**config.mk**
```make
export PLATFORM = sky130hd
export DESIGN_NAME = restoring_divider
export DESIGN_NICKNAME = d
export VERILOG_FILES = /design/src/rtl/core/rd_pkg.sv /design/src/rtl/core/rd_stage.sv /design/src/rtl/core/restoring_divider.sv
export SDC_FILE = /design/constraint.sdc
export NUM_CORES = 1
export LEC_CHECK = 0
export ABC_CLOCK_PERIOD_IN_PS = 6000
export BUFFER_PORTS_ARGS = -buffer_cell sky130_fd_sc_hd__buf_2
export CORE_ASPECT_RATIO = 0.9
export CORE_MARGIN = 1.5
export CORE_UTILIZATION = 46
export CTS_BUF_LIST = sky130_fd_sc_hd__clkbuf_16
export CTS_CLUSTER_DIAMETER = 100
export DETAILED_ROUTE_END_ITERATION = 7
export MAX_ROUTING_LAYER = met4
export PLACE_DENSITY_LB_ADDON = 0.2
export SLEW_MARGIN = 10
export SYNTH_ARGS = -nofsm -noshare
export SYNTH_HDL_FRONTEND = slang
export SYNTH_SLANG_ARGS = --single-unit
```
**constraint.sdc**
```tcl
create_clock -name clk -period 6 [get_ports clk]
set_input_delay 1.2 -clock clk [delete_from_list [all_inputs] [get_ports clk]]
set_output_delay 1.2 -clock clk [all_outputs]
set_load 0.01 [all_outputs]
```
**src/rtl/core/rd_pkg.sv**
```systemverilog
// Package for the restoring divider: widths, the per-stage payload type
// and the single restoring step. No dependencies.
`timescale 1ns / 1ps

package rd_pkg;

    localparam int WIDTH = 16;
    localparam int DIV_W = WIDTH - 1;

    typedef struct packed {
        logic [WIDTH-1:0] acc;
        logic [WIDTH-1:0] quo;
        logic [DIV_W-1:0] div;
    } stage_t;

    // One restoring iteration: shift, trial subtract, restore on a negative result.
    function automatic stage_t div_step(input stage_t s);
        logic [WIDTH-1:0] acc_sh;
        logic [WIDTH-1:0] diff;
        stage_t           r;
        acc_sh = {s.acc[WIDTH-2:0], s.quo[WIDTH-1]};
        diff   = acc_sh - {1'b0, s.div};
        r.div  = s.div;
        if (diff[WIDTH-1])
        begin
            r.acc = acc_sh;
            r.quo = {s.quo[WIDTH-2:0], 1'b0};
        end
        else
        begin
            r.acc = diff;
            r.quo = {s.quo[WIDTH-2:0], 1'b1};
        end
        return r;
    endfunction

endpackage

```
**src/rtl/core/rd_stage.sv**
```systemverilog
// One pipeline stage of the restoring divider: a single iteration plus its
// payload and valid register. Depends on rd_pkg.
`timescale 1ns / 1ps

module rd_stage
    import rd_pkg::*;
(
    input  logic   clk,
    input  logic   rst_n,
    input  logic   up_valid,
    output logic   up_ready,
    input  stage_t up_data,
    output logic   dn_valid,
    input  logic   dn_ready,
    output stage_t dn_data
);

    logic   valid_reg;
    logic   valid_next;
    stage_t data_reg;

    // Take a new beat when empty or when the held beat leaves this cycle.
    assign up_ready   = !valid_reg || dn_ready;
    assign valid_next = up_ready ? up_valid : valid_reg;

    always_ff @(posedge clk or negedge rst_n)
    begin
        if (!rst_n)
            valid_reg <= 1'b0;
        else
            valid_reg <= valid_next;
    end

    always_ff @(posedge clk)
    begin
        if (up_valid && up_ready)
            data_reg <= div_step(up_data);
    end

    assign dn_valid = valid_reg;
    assign dn_data  = data_reg;

endmodule

```
**src/rtl/core/restoring_divider.sv**
```systemverilog
// Top level of the pipelined unsigned restoring divider.
// Depends on rd_pkg and rd_stage.
`timescale 1ns / 1ps

// Usage
//   Input channel (div_valid / div_ready) carries one beat: dividend and
//   divisor. The divisor is WIDTH-1 bits, so its datapath top bit is zero.
//   Output channel (res_valid / res_ready) carries quotient and remainder.
//   Each of the WIDTH iterations has its own register stage. A beat accepted
//   at the input passes through the stage registers in order before it
//   shows up on res_valid, and it can then leave when res_ready is high.
//   Throughput: one beat per cycle while res_ready stays high; the chain of
//   WIDTH stages sets latency, a single stage sets the rate.
//   Each stage holds its own valid bit; a stage loads whenever it is empty
//   or its occupant moves on, so bubbles collapse and the input keeps
//   taking beats while a finished result waits at the output.
//   When the receiver stalls, the last stage holds its result, and stages
//   behind it fill up one by one; div_ready drops only once the first
//   stage is full and cannot advance. Nothing is dropped or repeated.
//   A zero divisor runs the same iteration; the remainder then equals the
//   dividend.
//   Reset clears all valid bits at once; payload registers are not reset.
//   Nothing is kept between beats.

module restoring_divider
    import rd_pkg::*;
(
    input  logic             clk,
    input  logic             rst_n,
    input  logic             div_valid,
    output logic             div_ready,
    input  logic [WIDTH-1:0] dividend,
    input  logic [DIV_W-1:0] divisor,
    output logic             res_valid,
    input  logic             res_ready,
    output logic [WIDTH-1:0] quotient,
    output logic [WIDTH-1:0] remainder
);

    logic   vld [WIDTH+1];
    logic   rdy [WIDTH+1];
    stage_t data [WIDTH+1];

    // Seed the first stage: accumulator cleared, quotient holds the dividend.
    assign vld[0]       = div_valid;
    assign div_ready    = rdy[0];
    assign data[0].acc  = '0;
    assign data[0].quo  = dividend;
    assign data[0].div  = divisor;

    // One stage per iteration; ready ripples back from the output.
    genvar gi;
    generate
        for (gi = 0; gi < WIDTH; gi++)
        begin : g_stage
            rd_stage u_stage (
                .clk      (clk),
                .rst_n    (rst_n),
                .up_valid (vld[gi]),
                .up_ready (rdy[gi]),
                .up_data  (data[gi]),
                .dn_valid (vld[gi+1]),
                .dn_ready (rdy[gi+1]),
                .dn_data  (data[gi+1])
            );
        end
    endgenerate

    // Drive the output beat straight from the last stage.
    assign res_valid   = vld[WIDTH];
    assign rdy[WIDTH]  = res_ready;
    assign quotient    = data[WIDTH].quo;
    assign remainder   = data[WIDTH].acc;

    // A nonzero divisor always leaves a remainder below it.
    assert property (@(posedge clk) disable iff (!rst_n)
        (res_valid && data[WIDTH].div != '0) |-> (remainder < {1'b0, data[WIDTH].div}))
        else $error("remainder not below divisor");

    // Input back-pressure only when the first stage is occupied.
    assert property (@(posedge clk) disable iff (!rst_n)
        !div_ready |-> vld[1])
        else $error("input stalled with empty first stage");

    // An accepted input beat lands in the first stage.
    assert property (@(posedge clk) disable iff (!rst_n)
        (div_valid && div_ready) |=> vld[1])
        else $error("accepted beat lost at first stage");

    // A stalled result stays put in the last stage.
    assert property (@(posedge clk) disable iff (!rst_n)
        (res_valid && !res_ready) |=> (res_valid && $stable(data[WIDTH])))
        else $error("stalled result changed");

endmodule
```
# Word-level counts from Yosys, hierarchy flattened
# Index checks and enable logic that the tools add are counted.
word_totals:
  in_bits: 35
  latch_bits: 0
  n_memories: 0
  romBits: 0
  out_inout_bits: 34
  ram_bits: 0
  register_bits: 738
op_classes:
  shift: 0
  eq_ne: 0
  n_reduce_logical: 48
  mul: 0
  div_mod_pow: 0
  bitwise: 0
  addsub: 16
  n_mux: 16
  magnitude_cmp: 0
op_table:
  columns: ["op", "n"]
  rows:
  - ["31-bit two-way mux", 15]
  - ["16-bit by 15-bit subtractor with 16-bit output", 15]
  - ["17-bit two-way mux", 1]
  - ["1-bit logical AND", 16]
  - ["1-bit logical NOT", 16]
  - ["1-bit logical OR", 16]
  - ["1-bit by 15-bit subtractor with 16-bit output", 1]

# Logic depth before layout (Yosys ltp)
depth:
  depth_word: 18
  mapped_depth: 12

# Cells and area by module
# From an unflattened synthesis, not the netlist that was laid out.
unflattened:
  hier_cells: 2949
  hier_area_um2: 39967.1
modules_own_cells:
  columns: ["module", "area_per_inst_um2", "cells_each", "seq_area_each_um2", "instances"]
  rows:
  - ["rd_stage at g_stage[2].u_stage ...", 2494.9, 180, 1436.4, 8]
  - ["rd_stage at g_stage[0].u_stage ...", 2497.4, 188, 1436.4, 6]
  - ["rd_stage at g_stage[10].u_stage ...", 2509.9, 190, 1436.4, 2]
  - ["restoring_divider", 3.8, 1, 0.0, 1]

# Worst setup path after synthesis
# No wires, ideal clock.
synth_path:
  kind: "input port to flip-flop"
  from: "input res_ready"
  to: "register g_stage[3].u_stage.data_reg (netlist bit g_stage[3].u_stage.dn_data[0]), enable pin"
  t_required_ps: 5545
  stages: 6
  t_arrival_ps: 3686
  setup_time_ps: 455
  path_slack_ps: 1859
  n_path_buf: 0
  cell_sequence: "nor2b_1 > nand3_1 > nor2_1 > nand2_1 > nor3_1 > nor2b_1"
synth_between:
  elab_chain_cells: 14
synth_lines:
  columns: ["element", "line_no", "rtl"]
  rows:
  - ["start, declared", "restoring_divider.sv:35", "input logic res_ready,"]
  - ["1-bit logical OR (13 in a row)", "rd_stage.sv:23", "assign up_ready = !valid_reg || dn_ready;"]
  - ["1-bit logical AND", "rd_stage.sv:36", "if (up_valid && up_ready)"]
  - ["end signal, assigned", "rd_stage.sv:37", "data_reg <= div_step(up_data);"]
  - ["end, declared", "rd_stage.sv:20", "stage_t data_reg;"]
# Every way passes these cells.
# A chain may end at the register's enable or synchronous reset.

# Final worst setup path
layout_path:
  from: "input res_ready"
  to: "output div_ready"
layout_between:
  elab_chain_cells: 16
layout_lines:
  columns: ["element", "line_no", "rtl"]
  rows:
  - ["1-bit logical OR (16 in a row)", "rd_stage.sv:23", null]
  - ["end, declared", "restoring_divider.sv:31", "output logic div_ready,"]
# Every way passes these cells.

==> impl_metrics.env <==
export IMPL_synth_cell_type_count=80
export IMPL_pre_cts_ws_ns=1.57
export IMPL_io_buffers=68
export IMPL_htreeDepth=3
export IMPL_grt_pass1_vias=21300
export IMPL_antenna_found_initial=0
export IMPL_core_area_um2=78400
export IMPL_synthCells=2704
export IMPL_hold_class="reg -> reg"
export IMPL_dr_pass1_iters=5
export IMPL_ys_warn_count=0
export IMPL_synth_area_leaders="edfxtp_1, ha_1, mux2_2"
export IMPL_intPower_w=0.0142
export IMPL_drive_gt1_share_pct=13.3
export IMPL_syn_cell_area_um2=36600
export IMPL_p_total_w=0.0212
export IMPL_wl_per_cell_um=16.2
export IMPL_grt_util_all_layers_pct=16.2
export IMPL_hold_viol=0
export IMPL_grt_busiest_layer="met2"
export IMPL_tritoncts="done"
export IMPL_synth_avg_cell_area_um2=13.6
export IMPL_placed_cell_area_um2=38000
export IMPL_grt_overflow=0
export IMPL_vias=20600
export IMPL_routabilityCongestion=0.916
export IMPL_worst_pin_slew_ns=1.22
export IMPL_design_area_um2=40400
export IMPL_dpl_hpwl_um=46800
export IMPL_clock_latency_ns=0.64
export IMPL_die_w_um=301
export IMPL_worstHoldStart="g_stage[7].u_stage.dn_data[24]"
export IMPL_holdBufCountCts=0
export IMPL_worstPathRequired_ns=4.80
export IMPL_fin_nets=3087
export IMPL_syn_to_final_growth_pct=10.4
export IMPL_initial_core_util_pct=46.7
export IMPL_r2r_end="g_stage[4].u_stage.dn_data[36]"
export IMPL_p_leak_nw=15.8
export IMPL_synth_top_area_share_pct=59.2
export IMPL_finalCritPeriodShare_pct=74.4
export IMPL_rows=97
export IMPL_numCtsBuffers=77
export IMPL_place_inst=3770
export IMPL_synth_yosys_seq_area_share_pct=60.3
export IMPL_cp_max_fo=5
export IMPL_postCtsSetupBuffers=0
export IMPL_synth_main_ff_cell="edfxtp_1"
export IMPL_clkPwrFrac_pct=21.8
export IMPL_drc_errors=0
export IMPL_p_per_area_nw_per_um2=524
export IMPL_setup_violations_final=0
export IMPL_path_clk_slew_ns=0.06
export IMPL_synth_async_reset_ratio_pct=2.17
export IMPL_routed_wl_um=63100
export IMPL_maxCapViolCount=0
export IMPL_drtIter0Drc=989
export IMPL_startpoint_type="input port"
export IMPL_grtUsageMet2_pct=28.7
export IMPL_slew_viol_final=0
export IMPL_vias_per_cell=5.27
export IMPL_antenna_cells=0
export IMPL_rsz0062_at_grt="false"
export IMPL_ant_nets=0
export IMPL_grt_pass1_wl_um=105000
export IMPL_synth_edf_count=722
export IMPL_critPathKind="in -> out"
export IMPL_clk_path_buf_depth=3
export IMPL_met1_usage_pct=18.6
export IMPL_cts_root_buffer_cell="clkbuf_16"
export IMPL_finalSetupTns_ns=0
export IMPL_worstSetupEndpointType="output pin"
export IMPL_clock_sinks=738
export IMPL_power_frac_seq_pct=38.7
export IMPL_r2r_cells=10
export IMPL_power_frac_comb_pct=39.5
export IMPL_grt_max_degree=47
export IMPL_ys_ff_latch=738
export IMPL_final_cell_count_no_fill=3910
export IMPL_die_area_um2=81400
export IMPL_vdd_drop_max_mv=0.437
export IMPL_die_y_um=271
export IMPL_fmax_mhz=224
export IMPL_whs_path_depth=0
export IMPL_cts_resized=0
export IMPL_r2r_slack_ns=2.20
export IMPL_grt_use_met3_pct=2.64
export IMPL_slew_headroom_pct=18.5
export IMPL_outcome="complete, no violations"
export IMPL_p_sw_share_pct=32.9
export IMPL_hold_path_end="g_stage[8].u_stage.dn_data[25]"
export IMPL_fin_ws_ns=1.54
export IMPL_synth_top_area_cell="edfxtp_1"
export IMPL_crit_arrival_ns=3.26
export IMPL_p_sw_w=0.00698
export IMPL_r2r_start="g_stage[3].u_stage.dn_data[1]"
export IMPL_fin_crit_ns=4.46
export IMPL_io_pins=69
export IMPL_skew_ns=0.0399
## through the flow
step	hold WS [ns]	util [%]
after floorplan	0.400	-
after detailed placement	0.405	48.4
after CTS	0.413	51.6
after global placement	0.401	48.4
after global routing	0.414	51.6
final	0.410	51.6
## power groups by stage
stage          Clock, W  Combinational [W]  Sequential, W
3_5_place_dp          0            0.00837        0.00833
3_3_place_gp          0            0.00812        0.00830
4_1_cts         0.00476            0.00844        0.00823
5_1_grt         0.00495            0.00933        0.00835
6_report        0.00463            0.00838        0.00821
2_1_floorplan         0            0.00700        0.00804
## flip-flops by register name, summed over array words and instances (netlist names)
| name | cells |
|---|---|
| g_stage.u_stage.dn_data | 722 |
| g_stage.u_stage.dn_valid | 16 |
## how the worst max path moves through the flow
stage                    from                            end  slack (ns)  cells past startpoint
floorplan           res_ready  g_stage[3].u_stage.dn_data[0]        1.86                      6
global placement    res_ready                      div_ready        1.57                      8
detailed placement  res_ready                      div_ready        1.57                      8
CTS                 res_ready                      div_ready        1.56                      8
global route        res_ready                      div_ready        1.36                      8
finish              res_ready                      div_ready        1.54                      8
## synthesized netlist by cell type, types with 8 or more instances
cell,count
edfxtp_1,722
inv_1,291
ha_1,227
nor2_1,133
mux2_2,129
a21oi_1,124
xnor2_1,119
nand2_1,82
o21ai_0,73
o21a_1,56
mux2_1,53
nor2b_1,50
nor3_1,50
mux2i_1,45
nand2b_1,40
buf_4,39
nand3_1,38
xor2_1,32
a21o_1,28
o211ai_1,25
and3_1,24
a211oi_1,21
or2_2,20
or3_1,20
and2_1,19
a31oi_1,16
dfrtp_1,16
fa_1,15
o31ai_1,15
nand3b_1,13
o21bai_1,13
a2111oi_0,10
o22ai_1,10
nand4_1,9
a21boi_0,8
nor4_1,8
o31a_1,8
## worst max-delay path, stage by stage
cell,delay (ns)
buf_2,0.10
nor2b_1,0.29
nand3_1,0.18
nor2_1,0.30
nand2_1,0.15
nor3_1,0.63
nand4_1,0.22
buf_2,0.19
## cells in the final DEF (no fill, tap or decap), types with 54 or more instances in the layout
master / Yosys / layout
a21oi_1: 124 / 124
buf_2: 1 / 68
clkbuf_16: 0 / 77
edfxtp_1: 722 / 722
ha_1: 227 / 227
inv_1: 291 / 310
mux2_2: 129 / 129
nand2_1: 82 / 82
nor2_1: 133 / 133
o21a_1: 56 / 54
o21ai_0: 73 / 73
xnor2_1: 119 / 119
## layer usage
metal / up-vias / share of wire (%)
li1: 10200 / -
met4: 0 / 2.3
met3: 117 / 2.8
met2: 284 / 52
met1: 9985 / 43
met5: - / 0
## cell type report
type	instances	area, um^2
inverters	295	1110
multi-input cells	1627	13100
repair buffers	71	363
fillers	6612	38000
clock buffers	77	1930
flip-flops and latches	738	22100
clock inverters	63	547
well taps	1039	1300
## logic make-up (layout without fill, tap and decap cells)
group | after synthesis | after routing | synth area share [%]
buffers and inverters | 344 | 506 | 4.07
other | 1 | 6 | 0.0102
multiplexers | 234 | 234 | 7.11
AO/OA/AOI/OAI | 472 | 472 | 8.94
AND/OR/NAND/NOR | 516 | 516 | 7.17
flip-flops | 738 | 738 | 60.3
XOR/XNOR | 157 | 157 | 3.88
adder cells (fa/ha/maj) | 242 | 242 | 8.57
No activity file was read; power rests on OpenSTA's default activity.
